File: src/rtl/dmt_pkg.sv
// shared types and constants of the detection marker tracker
`default_nettype none

package dmt_pkg;

	localparam int COORD_W   = 13;
	localparam int RECT_W    = 12;
	localparam int RAD_W     = 12;
	localparam int R2_W      = 24;
	localparam int LIFE_W    = 9;
	localparam int CFG_IDX_W = 2;
	localparam int TAG_IDX_W = 8;
	localparam int OUT_IDX_W = 6;

	localparam logic [1:0] ACT_FRAME_START = 2'd0;
	localparam logic [1:0] ACT_DETECT      = 2'd1;
	localparam logic [1:0] ACT_FRAME_END   = 2'd2;
	localparam logic [1:0] ACT_CLEAR       = 2'd3;

	localparam logic [CFG_IDX_W-1:0] CFG_FRAME_WIDTH  = 2'd0;
	localparam logic [CFG_IDX_W-1:0] CFG_FRAME_HEIGHT = 2'd1;
	localparam logic [CFG_IDX_W-1:0] CFG_LIFETIME     = 2'd2;

	// reciprocal of five, exact for dividends below 2**18
	localparam logic [15:0] RECIP5 = 16'd52429;

	localparam logic signed [LIFE_W-1:0] LIFE_MIN = -9'sd256;

	typedef struct packed {
		logic [COORD_W-1:0]       x;
		logic [COORD_W-1:0]       y;
		logic signed [LIFE_W-1:0] life;
	} marker_t;

	typedef struct packed {
		logic                 valid;
		logic                 active;
		logic [TAG_IDX_W-1:0] idx;
	} slot_tag_t;

endpackage

`default_nettype wire

File: src/rtl/detection_marker_tracker_core.sv
// top level of the detection marker tracker
`default_nettype none

// Tracks up to MARKER_SLOTS object markers. Marker position and life sit in
// one memory word per slot, the active flags in flip-flops. A clear drops every
// active flag and does not raise busy. A frame start or frame end sweeps the
// memory at one slot per cycle. A detection first passes through the scaling
// pipeline, then scans the slots at one memory read per cycle; it gives its one
// result on done once the last slot is compared, or as soon as an active marker
// matches. The result is shown for one cycle and cannot be held off. Other
// actions give no result. Configuration writes are always accepted and are
// meant for times when busy is low.

module detection_marker_tracker_core import dmt_pkg::*; #(
	parameter int MARKER_SLOTS = 50
) (
	input  wire logic                 clk,
	input  wire logic                 arst_n,
	input  wire logic                 start,
	output logic                      busy,
	input  wire logic [1:0]           action,
	input  wire logic [RECT_W-1:0]    rect_x,
	input  wire logic [RECT_W-1:0]    rect_y,
	input  wire logic [RECT_W-1:0]    rect_width,
	input  wire logic [RECT_W-1:0]    rect_height,
	output logic                      done,
	output logic [OUT_IDX_W-1:0]      marker_index,
	output logic                      slot_valid,
	output logic                      is_new,
	output logic [COORD_W-1:0]        center_x,
	output logic [COORD_W-1:0]        center_y,
	output logic [RAD_W-1:0]          radius,
	input  wire logic                 cfg_valid,
	output logic                      cfg_ready,
	input  wire logic [CFG_IDX_W-1:0] cfg_index,
	input  wire logic [COORD_W-1:0]   cfg_data
);

	localparam int IW = (MARKER_SLOTS > 1) ? $clog2(MARKER_SLOTS) : 1;
	localparam int CW = $clog2(MARKER_SLOTS + 1);
	localparam logic [CW-1:0] SLOTS_C = CW'(MARKER_SLOTS);
	localparam logic [IW-1:0] LAST_C  = IW'(MARKER_SLOTS - 1);

	localparam logic [1:0] ST_IDLE  = 2'd0;
	localparam logic [1:0] ST_CALC  = 2'd1;
	localparam logic [1:0] ST_SWEEP = 2'd2;
	localparam logic [1:0] ST_SCAN  = 2'd3;

	logic [1:0]              state_q;
	logic [1:0]              act_q;
	logic [CW-1:0]           rd_q;
	logic                    v1_q;
	logic [IW-1:0]           idx_s1;
	logic                    act_s1;
	logic                    free_found_q;
	logic [IW-1:0]           free_idx_q;
	logic [MARKER_SLOTS-1:0] active_q;
	logic [COORD_W-1:0]      fw_q, fh_q;
	logic [7:0]              lifetime_q;
	logic                    done_q;
	logic [OUT_IDX_W-1:0]    index_q;
	logic                    slot_valid_q, is_new_q;
	logic [COORD_W-1:0]      center_x_q, center_y_q;
	logic [RAD_W-1:0]        radius_q;

	logic                    accept;
	logic                    issue;
	logic                    scale_done;
	logic [COORD_W-1:0]      cx, cy;
	logic [RAD_W-1:0]        rad;
	logic [R2_W-1:0]         r2;
	slot_tag_t               tag_in, tag_out;
	logic                    det_hit, det_last, insert_ok;
	logic [IW-1:0]           hit_idx;
	marker_t                 rd_word, wr_word, fresh_word;
	logic                    wr_en;
	logic [IW-1:0]           wr_addr;

	assign accept    = start && !busy;
	assign busy      = (state_q != ST_IDLE);
	assign cfg_ready = 1'b1;

	dmt_scale u_scale (
		.clk         (clk),
		.arst_n      (arst_n),
		.go          (accept && action == ACT_DETECT),
		.rect_x      (rect_x),
		.rect_y      (rect_y),
		.rect_width  (rect_width),
		.rect_height (rect_height),
		.done        (scale_done),
		.cx          (cx),
		.cy          (cy),
		.rad         (rad),
		.r2          (r2)
	);

	dmt_ram #(
		.WIDTH ($bits(marker_t)),
		.DEPTH (MARKER_SLOTS)
	) u_ram (
		.clk     (clk),
		.wr_en   (wr_en),
		.wr_addr (wr_addr),
		.wr_data (wr_word),
		.rd_addr (rd_q[IW-1:0]),
		.rd_data (rd_word)
	);

	assign tag_in = '{valid: v1_q && state_q == ST_SCAN && !det_hit,
		active: act_s1, idx: TAG_IDX_W'(idx_s1)};

	dmt_dist u_dist (
		.clk     (clk),
		.arst_n  (arst_n),
		.tag_in  (tag_in),
		.mx      (rd_word.x),
		.my      (rd_word.y),
		.cx      (cx),
		.cy      (cy),
		.r2      (r2),
		.tag_out (tag_out),
		.hit     (det_hit)
	);

	assign hit_idx    = IW'(tag_out.idx);
	assign det_last   = tag_out.valid && !det_hit && hit_idx == LAST_C;
	assign insert_ok  = free_found_q && cx <= fw_q && cy <= fh_q;
	assign issue      = (state_q == ST_SWEEP || state_q == ST_SCAN) && rd_q != SLOTS_C
		&& !det_hit;
	assign fresh_word = '{x: cx, y: cy, life: {1'b0, lifetime_q}};

	always_comb begin
		wr_en   = 1'b0;
		wr_addr = idx_s1;
		wr_word = '{x: rd_word.x, y: rd_word.y, life: rd_word.life - 9'sd1};
		if (state_q == ST_SWEEP) begin
			wr_en = v1_q && act_q == ACT_FRAME_START && active_q[idx_s1]
				&& rd_word.life != LIFE_MIN;
		end else if (state_q == ST_SCAN) begin
			wr_word = fresh_word;
			if (det_hit) begin
				wr_en   = 1'b1;
				wr_addr = hit_idx;
			end else if (det_last && insert_ok) begin
				wr_en   = 1'b1;
				wr_addr = free_idx_q;
			end
		end
	end

	// configuration registers
	always_ff @(posedge clk or negedge arst_n) begin
		if (!arst_n) begin
			fw_q       <= 13'd320;
			fh_q       <= 13'd240;
			lifetime_q <= 8'd5;
		end else if (cfg_valid && cfg_ready) begin
			case (cfg_index)
				CFG_FRAME_WIDTH:  fw_q <= cfg_data;
				CFG_FRAME_HEIGHT: fh_q <= cfg_data;
				CFG_LIFETIME: begin
					if (cfg_data[7:0] != 8'd0) begin
						lifetime_q <= cfg_data[7:0];
					end
				end
				default: ;
			endcase
		end
	end

	always_ff @(posedge clk or negedge arst_n) begin
		if (!arst_n) begin
			state_q      <= ST_IDLE;
			act_q        <= ACT_FRAME_START;
			rd_q         <= '0;
			v1_q         <= 1'b0;
			free_found_q <= 1'b0;
			active_q     <= '0;
			done_q       <= 1'b0;
		end else begin
			done_q <= 1'b0;
			v1_q   <= issue;
			if (issue) begin
				rd_q <= rd_q + 1'b1;
				if (state_q == ST_SCAN && !active_q[rd_q[IW-1:0]] && !free_found_q) begin
					free_found_q <= 1'b1;
				end
			end
			case (state_q)
				ST_IDLE: begin
					if (accept) begin
						act_q <= action;
						rd_q  <= '0;
						case (action)
							ACT_CLEAR:  active_q <= '0;
							ACT_DETECT: state_q <= ST_CALC;
							default:    state_q <= ST_SWEEP;
						endcase
					end
				end
				ST_CALC: begin
					if (scale_done) begin
						state_q      <= ST_SCAN;
						rd_q         <= '0;
						free_found_q <= 1'b0;
					end
				end
				ST_SWEEP: begin
					if (v1_q && act_q == ACT_FRAME_END && active_q[idx_s1]
						&& rd_word.life[LIFE_W-1]) begin
						active_q[idx_s1] <= 1'b0;
					end
					if (rd_q == SLOTS_C && !v1_q) begin
						state_q <= ST_IDLE;
					end
				end
				ST_SCAN: begin
					if (det_hit || det_last) begin
						state_q <= ST_IDLE;
						done_q  <= 1'b1;
					end
					if (det_last && insert_ok) begin
						active_q[free_idx_q] <= 1'b1;
					end
				end
				default: state_q <= ST_IDLE;
			endcase
		end
	end

	// slot pipeline and result payload
	always_ff @(posedge clk) begin
		if (issue) begin
			idx_s1 <= rd_q[IW-1:0];
			act_s1 <= active_q[rd_q[IW-1:0]];
			if (state_q == ST_SCAN && !active_q[rd_q[IW-1:0]] && !free_found_q) begin
				free_idx_q <= rd_q[IW-1:0];
			end
		end
		if (state_q == ST_SCAN && (det_hit || det_last)) begin
			center_x_q <= cx;
			center_y_q <= cy;
			radius_q   <= rad;
			if (det_hit) begin
				index_q      <= OUT_IDX_W'(hit_idx);
				slot_valid_q <= 1'b1;
				is_new_q     <= 1'b0;
			end else if (insert_ok) begin
				index_q      <= OUT_IDX_W'(free_idx_q);
				slot_valid_q <= 1'b1;
				is_new_q     <= 1'b1;
			end else begin
				index_q      <= '0;
				slot_valid_q <= 1'b0;
				is_new_q     <= 1'b0;
			end
		end
	end

	assign done         = done_q;
	assign marker_index = index_q;
	assign slot_valid   = slot_valid_q;
	assign is_new       = is_new_q;
	assign center_x     = center_x_q;
	assign center_y     = center_y_q;
	assign radius       = radius_q;

endmodule

`default_nettype wire

File: src/rtl/dmt_ram.sv
// generic simple dual port ram with registered read
`default_nettype none

module dmt_ram #(
	parameter int WIDTH = 8,
	parameter int DEPTH = 16,
	localparam int AW = (DEPTH > 1) ? $clog2(DEPTH) : 1
) (
	input  wire logic             clk,
	input  wire logic             wr_en,
	input  wire logic [AW-1:0]    wr_addr,
	input  wire logic [WIDTH-1:0] wr_data,
	input  wire logic [AW-1:0]    rd_addr,
	output logic      [WIDTH-1:0] rd_data
);

	logic [WIDTH-1:0] mem [DEPTH];

	always_ff @(posedge clk) begin
		if (wr_en) begin
			mem[wr_addr] <= wr_data;
		end
		rd_data <= mem[rd_addr];
	end

endmodule

`default_nettype wire

File: src/rtl/dmt_scale.sv
// pipelined scaling of a detection rectangle to center and radius
`default_nettype none

module dmt_scale import dmt_pkg::*; (
	input  wire logic               clk,
	input  wire logic               arst_n,
	input  wire logic               go,
	input  wire logic [RECT_W-1:0]  rect_x,
	input  wire logic [RECT_W-1:0]  rect_y,
	input  wire logic [RECT_W-1:0]  rect_width,
	input  wire logic [RECT_W-1:0]  rect_height,
	output logic                    done,
	output logic [COORD_W-1:0]      cx,
	output logic [COORD_W-1:0]      cy,
	output logic [RAD_W-1:0]        rad,
	output logic [R2_W-1:0]         r2
);

	logic [3:0]  v_q;
	logic [17:0] sx, sy;
	logic [16:0] sr;
	logic [17:0] nx_s1, ny_s1;
	logic [16:0] nr_s1;
	logic [31:0] px_s2, py_s2;
	logic [29:0] pr_s2;
	logic [COORD_W-1:0] cx_s3, cy_s3;
	logic [RAD_W-1:0]   rad_s3;
	logic [R2_W-1:0]    r2_s4;

	assign sx = {5'b0, rect_x, 1'b0} + {6'b0, rect_width};
	assign sy = {5'b0, rect_y, 1'b0} + {6'b0, rect_height};
	assign sr = {5'b0, rect_width} + {5'b0, rect_height};

	always_ff @(posedge clk or negedge arst_n) begin
		if (!arst_n) begin
			v_q <= '0;
		end else begin
			v_q <= {v_q[2:0], go};
		end
	end

	// each stage holds its value until the next transaction passes through
	always_ff @(posedge clk) begin
		if (go) begin
			nx_s1 <= sx * 18'd13 + 18'd10;
			ny_s1 <= sy * 18'd13 + 18'd10;
			nr_s1 <= sr * 17'd13 + 17'd20;
		end
		if (v_q[0]) begin
			px_s2 <= {16'b0, nx_s1[17:2]} * {16'b0, RECIP5};
			py_s2 <= {16'b0, ny_s1[17:2]} * {16'b0, RECIP5};
			pr_s2 <= {16'b0, nr_s1[16:3]} * {14'b0, RECIP5};
		end
		if (v_q[1]) begin
			cx_s3  <= px_s2[30:18];
			cy_s3  <= py_s2[30:18];
			rad_s3 <= pr_s2[29:18];
		end
		if (v_q[2]) begin
			r2_s4 <= {12'b0, rad_s3} * {12'b0, rad_s3};
		end
	end

	assign done = v_q[3];
	assign cx   = cx_s3;
	assign cy   = cy_s3;
	assign rad  = rad_s3;
	assign r2   = r2_s4;

endmodule

`default_nettype wire

File: src/rtl/dmt_dist.sv
// squared distance stage and radius compare for the marker scan
`default_nettype none

module dmt_dist import dmt_pkg::*; (
	input  wire logic               clk,
	input  wire logic               arst_n,
	input  wire slot_tag_t          tag_in,
	input  wire logic [COORD_W-1:0] mx,
	input  wire logic [COORD_W-1:0] my,
	input  wire logic [COORD_W-1:0] cx,
	input  wire logic [COORD_W-1:0] cy,
	input  wire logic [R2_W-1:0]    r2,
	output slot_tag_t               tag_out,
	output logic                    hit
);

	logic [COORD_W-1:0]   dx, dy;
	logic                 valid_s2;
	logic                 active_s2;
	logic [TAG_IDX_W-1:0] idx_s2;
	logic [2*COORD_W-1:0] sqx_s2, sqy_s2;
	logic [2*COORD_W:0]   dist2;

	assign dx = (cx >= mx) ? cx - mx : mx - cx;
	assign dy = (cy >= my) ? cy - my : my - cy;

	always_ff @(posedge clk or negedge arst_n) begin
		if (!arst_n) begin
			valid_s2 <= 1'b0;
		end else begin
			valid_s2 <= tag_in.valid;
		end
	end

	always_ff @(posedge clk) begin
		active_s2 <= tag_in.active;
		idx_s2    <= tag_in.idx;
		sqx_s2    <= {13'b0, dx} * {13'b0, dx};
		sqy_s2    <= {13'b0, dy} * {13'b0, dy};
	end

	assign dist2   = {1'b0, sqx_s2} + {1'b0, sqy_s2};
	assign tag_out = '{valid: valid_s2, active: active_s2, idx: idx_s2};
	assign hit     = valid_s2 && active_s2 && (dist2 <= {3'b0, r2});

endmodule

`default_nettype wire

File: config.mk
export PLATFORM = sky130hd
export DESIGN_NAME = detection_marker_tracker_core
export DESIGN_NICKNAME = d
export VERILOG_FILES = /design/src/rtl/dmt_pkg.sv /design/src/rtl/detection_marker_tracker_core.sv /design/src/rtl/dmt_ram.sv /design/src/rtl/dmt_scale.sv /design/src/rtl/dmt_dist.sv
export SDC_FILE = /design/constraint.sdc
export NUM_CORES = 2
export LEC_CHECK = 0
export BUFFER_PORTS_ARGS = -buffer_cell sky130_fd_sc_hd__buf_4
export CAP_MARGIN = 20
export CORE_ASPECT_RATIO = 2
export CORE_MARGIN = 5
export CORE_UTILIZATION = 65
export DETAILED_ROUTE_END_ITERATION = 8
export PLACE_DENSITY = 0.8
export REMOVE_ABC_BUFFERS = 1
export SYNTH_ARGS = -nofsm -noshare
export SYNTH_HDL_FRONTEND = slang
export SYNTH_HIERARCHICAL = 1
export SYNTH_SLANG_ARGS = --single-unit
File: constraint.sdc
create_clock -name clk -period 19.1 [get_ports clk]
set_input_delay 1.91 -clock clk [delete_from_list [all_inputs] [get_ports clk]]
set_output_delay 1.91 -clock clk [all_outputs]
set_load 0.05 [all_outputs]
# Yosys cells after proc, flatten, opt, wreduce, memory -nomap -nowiden

Memory sizes are Yosys's and may differ from the RTL's. A register that Yosys moved wholly into a read port is not among the register bits.
Index checks and enable logic that the tools add are counted.

$lt $le $gt $ge: 10
Bitwise logic cells: 3
$add $sub $neg: 13
Reduce and logical (&&, ||, !) cells: 45
Multiplexer cells: 46
Equal/unequal tests: 20
$mul: 9

Operators with widths:

| kind                     | number |
|---|---|
| $mux W50                 | 4 |
| $pmux W50 S3             | 1 |
| $mux W35                 | 2 |
| $mul A16 B16 Y31 const B | 2 |
| $mux W6                  | 9 |
| $mul A13 B13 Y26         | 2 |
| $sub A13 B13 Y13         | 4 |
| $and A50 B50 Y50         | 1 |
| $not A50 Y50             | 1 |
| $or A50 B50 Y50          | 1 |
| $add A18 B4 Y18 const B  | 2 |
| $mul A18 B4 Y18 const B  | 2 |
| $mul A14 B16 Y30 const B | 1 |
| $add A13 B12 Y14         | 2 |
| $add A26 B26 Y27         | 1 |
| $le A27 B24 Y1           | 1 |
| $ge A13 B13 Y1           | 2 |
| $le A13 B13 Y1           | 2 |
| $mux W13                 | 2 |
| $logic_and A1 B1 Y1      | 25 |
| $mul A12 B12 Y24         | 1 |
| $lt A6 B7 Y1 const B     | 3 |
| $add A17 B5 Y17 const B  | 1 |
| $mul A17 B4 Y17 const B  | 1 |
| other kinds (27)         | 73 |

Output and inout port bits: 49
Register bits after elaboration: 427
RAM bits: 1750
Word-level logic and storage cells: 182
Memories kept: 1

Memories:

| memory    | depth | width | read ports | clocked after memory_dff | write ports | line          | source |
|---|---|---|---|---|---|---|---|
| u_ram.mem | 50    | 35    | 1          | 1                        | 1           | dmt_ram.sv:17 | `logic [WIDTH-1:0] mem [DEPTH];` |

# Logic depth before layout (Yosys ltp)

Word-level depth: 13
Gate-level depth with buffers: 37

# By module

Netlist, hierarchy kept.

Modules (own cells, without submodules):

| module                        | cells each | sequential area each (sq um) | area each (sq um) | instances |
|---|---|---|---|---|
| dmt_ram                       | 2977       | 53251.1                      | 67455.9           | 1 |
| dmt_scale                     | 2448       | 4454.3                       | 25245.5           | 1 |
| dmt_dist                      | 1722       | 1206.2                       | 14669.1           | 1 |
| detection_marker_tracker_core | 948        | 4209.0                       | 8968.6            | 1 |

# Least setup slack after synthesis

Ideal clock, no wire load.

Kind: reg2reg
Start point: register u_scale.cx_s3[11], in the netlist u_scale/cx[11]
End point: register u_dist.sqx_s2[25]
Buffers on the path: 3
Setup slack: 11.243 ns
Stages on the path, launching flop included: 34
Setup time: 0.072 ns
Arrival time: 7.784 ns
Cell sequence: edfxtp_1 -> inv_1 -> ha_1 -> clkbuf_1 -> nand4_1 -> nor2_1 -> o221ai_1 -> nand3_1 -> buf_2 -> buf_6 -> mux2i_1 -> o21ai_1 -> xnor2_1 -> inv_1 -> nand2_1 -> fa_1 -> fa_1 -> inv_1 -> fa_1 -> fa_1 -> inv_1 -> fa_1 -> inv_1 -> ha_1 -> a211oi_1 -> inv_1 -> o21ai_0 -> nor3b_1 -> o21ai_0 -> a31o_2 -> o41ai_1 -> o2111ai_1 -> a21oi_1 -> xnor2_1

Word-level cells in the longest chain between the ends: 3
Elaborated cells between the ends (all ways): 5

Ends and longest elaborated chain:

| element                                            | line            | source |
|---|---|---|
| from (decl)                                        | dmt_scale.sv:26 | `logic [COORD_W-1:0] cx_s3, cy_s3;` |
| from (signal assigned)                             | dmt_scale.sv:55 | `cx_s3 <= px_s2[30:18];` |
| $sub A13 B13 Y13 or $ge A13 B13 Y1 (tied branches) | dmt_dist.sv:24  | `assign dx = (cx >= mx) ? cx - mx : mx - cx;` |
| $mux W13 *                                         | dmt_dist.sv:24  |  |
| $mul A13 B13 Y26 *                                 | dmt_dist.sv:38  | `sqx_s2 <= {13'b0, dx} * {13'b0, dx};` |
| to (signal assigned)                               | dmt_dist.sv:38  |  |
| to (decl)                                          | dmt_dist.sv:21  | `logic [2*COORD_W-1:0] sqx_s2, sqy_s2;` |

Every way passes the cells marked *; elsewhere a longest branch is shown, timed or not.
A chain may end at the register's enable or synchronous reset.

# Worst setup path in the final report

Same ends and word-level chain as after synthesis.

==> impl_metrics.tcl <==
set metrics [dict create \
    outcome "finished clean" \
    antenna_found_initial 10 \
    gp_congestion 0.956 \
    die_area_mm2 0.188 \
    timing.fmax_ghz 0.105 \
    clock_latency_ns 0.86 \
    crit_top_cell "inv_1" \
    cts_max_level 4 \
    grt_pass1_vias 76300 \
    cp-end-kind "flop" \
    cts_resized 0 \
    die_x_um 309 \
    cts_tree "built" \
    grtUsageTotal_pct 35.2 \
    syn2layout_area_growth_pct 8.58 \
    tightestPinTransition_ns 1.23 \
    ios 118 \
    grt_overflow 0 \
    finalHoldViolations 0 \
    clock-sinks 2148 \
    slowest_stage "o41ai_1" \
    root_buffer "clkbuf_16" \
    pre_cts_slack_ns 9.72 \
    drv_cap 0 \
    ys_warn_count 6 \
    antenna_left 0 \
    finalNetCount 9695 \
    slew_headroom_pct 17.3 \
    die_y_um 608 \
    drive_gt1_share_pct 13.5 \
    finalWirelength_um 331000 \
    fin_crit_ns 9.54 \
    cts_hold_buffers 0 \
    postSynthCellCount 8091 \
    slew_viol_final 0 \
    initial_core_util_pct 65.3 \
    skew_ns 0.0968 \
    drc_errors 0 \
    critical_path_class "flop to flop" \
    wl_per_cell_um 30.8 \
    drt_pre_antenna_iters 6 \
    hp-start "act_s1$_DFFE_PP_" \
    row_count 219 \
    design.core.area_mm2 0.178 \
    worstPathRequired_ns 19.82 \
    grt_pass1_wl_um 484000 \
    num_vias 71300 \
    r2r_start "u_scale/cx[11]$_DFFE_PP_" \
    avgSynthCellArea_um2 14.4 \
    max_stage_delay_ns 0.60 \
    clk_pin_slew_ns 0.07 \
    dpl.hpwl_um 224000 \
    grt_max_degree 121 \
    rsz0062_at_grt "no" \
    finalSetupViolations 0 \
    syn-cell-area_mm2 0.116 \
    drt_iter0_markers 7517 \
    cts_setup_buffers 0 \
    crit_arrival_ns 10.26 \
    setup_slack_ns 9.56 \
    startpoint_type "flop" \
    cp-startpoint "u_scale/cx[11]$_DFFE_PP_" \
    numPortBuffers 116 \
    cts_made_buffers 183 \
    clockBufferDepth 4 \
    fin_crit_sh_pct 50.0 \
    worstPathMaxFanout 22 \
    hp-class "flop to flop" \
    vias_per_cell 6.65 \
]
-- registers in the layout (all words and copies together) (netlist names), 13 cells and up --
register / flops
active_q: 50
center_x: 13
center_y: 13
fh_q: 13
fw_q: 13
u_dist/sqx_s2: 25
u_dist/sqy_s2: 25
u_ram/mem: 1750
u_ram/rd_data: 35
u_scale/cx: 13
u_scale/cy: 13
u_scale/nr_s1: 14
u_scale/nx_s1: 16
u_scale/ny_s1: 16
u_scale/px_s2: 13
u_scale/py_s2: 13
u_scale/r2: 23
-- worst paths after layout --
check / to / slack (ns) / cells past startpoint
setup reg to reg: u_dist/sqx_s2[25]$_DFF_P_ / 9.56 / 32
min in group asynchronous: active_q[15]$_DFFE_PN0P_ / 1.11 / 1
max in group asynchronous: u_scale/v_q[0]$_DFF_PN0_ / 16.66 / 2
hold reg to reg: u_dist/active_s2$_DFF_P_ / 0.38 / 0
hold / removal: u_dist/active_s2$_DFF_P_ / 0.38 / 0
setup / recovery: u_dist/sqx_s2[25]$_DFF_P_ / 9.56 / 32
-- stage by stage --
| step | hold WS [ns] | area [um^2] | cells | setup TNS (ns) | utilization (%) |
|---|---|---|---|---|---|
| finish | 0.385 | 126000 | 10700 | 0 | 70.9 |
| global route | 0.400 | 126000 | 10700 | 0 | 70.9 |
| CTS | 0.379 | 126000 | 10700 | 0 | 70.9 |
| detailed placement | 0.363 | 120000 | 10400 | 0 | 67.6 |
| global placement | 0.359 | 120000 | 10400 | 0 | 67.6 |
| floorplan | 0.323 | 115000 | 7812 | -61.76 | - |
-- final cells by class --
| class | instances | area, um^2 |
|---|---|---|
| well taps | 2320 | 2900 |
| fillers | 11400 | 51800 |
| flip-flops and latches | 2148 | 63100 |
| repair buffers | 269 | 2080 |
| inverters | 1105 | 4150 |
| clock inverters | 102 | 1060 |
| diodes | 3 | 7.51 |
| multi-input cells | 4559 | 48200 |
| clock buffers | 221 | 4770 |
-- layout by cell type, fill, tap and decap left out, types with 27 or more instances in the layout --
cell       count
mux4_2       380
and2_1        53
o211ai_1      28
clkinv_2      28
nand3_1       73
nor2_4        50
ha_1         838
a221o_1       33
a211o_1       30
edfxtp_1    1954
a22oi_1      114
o21bai_1      29
and3_1        40
o21a_1        27
nor2b_1       50
clkbuf_16    183
nand2_1      390
o21ai_0      185
fa_1         522
xor2_1        66
a21o_1        82
nor3_1        75
xnor2_1      169
clkbuf_1      31
inv_1       1098
a21oi_1      268
nand4_1       39
nor2_1       275
dfrtp_1       88
mux2i_1      211
nand2b_1      50
dfxtp_1       92
mux2_2        48
o221ai_1      38
a211oi_1      35
o31ai_1       43
buf_4        265
-- worst max-delay path: cells and delay by family (launching register included) --
| kind | cells | cell delay (ns) |
|---|---|---|
| multiplexers | 1 | 0.40 |
| AO/OA/AOI/OAI | 10 | 2.68 |
| XOR/XNOR | 2 | 0.45 |
| flip-flops | 1 | 0.41 |
| buffers and inverters | 7 | 0.91 |
| AND/OR/NAND/NOR | 5 | 1.23 |
| adder cells (fa/ha/maj) | 7 | 3.36 |
-- routing by layer --
metal	track usage (%)	vias up	share of wire [%]
met5	0	-	0.011
met4	25.2	6	9.5
met2	63.4	4501	53
met1	37.3	35500	30
met3	5.35	1452	8.3
li1	-	29800	-
Power is left out: the tool's default activity adds up to more than one toggle a clock period on the data nets, which glitch-free logic cannot reach.
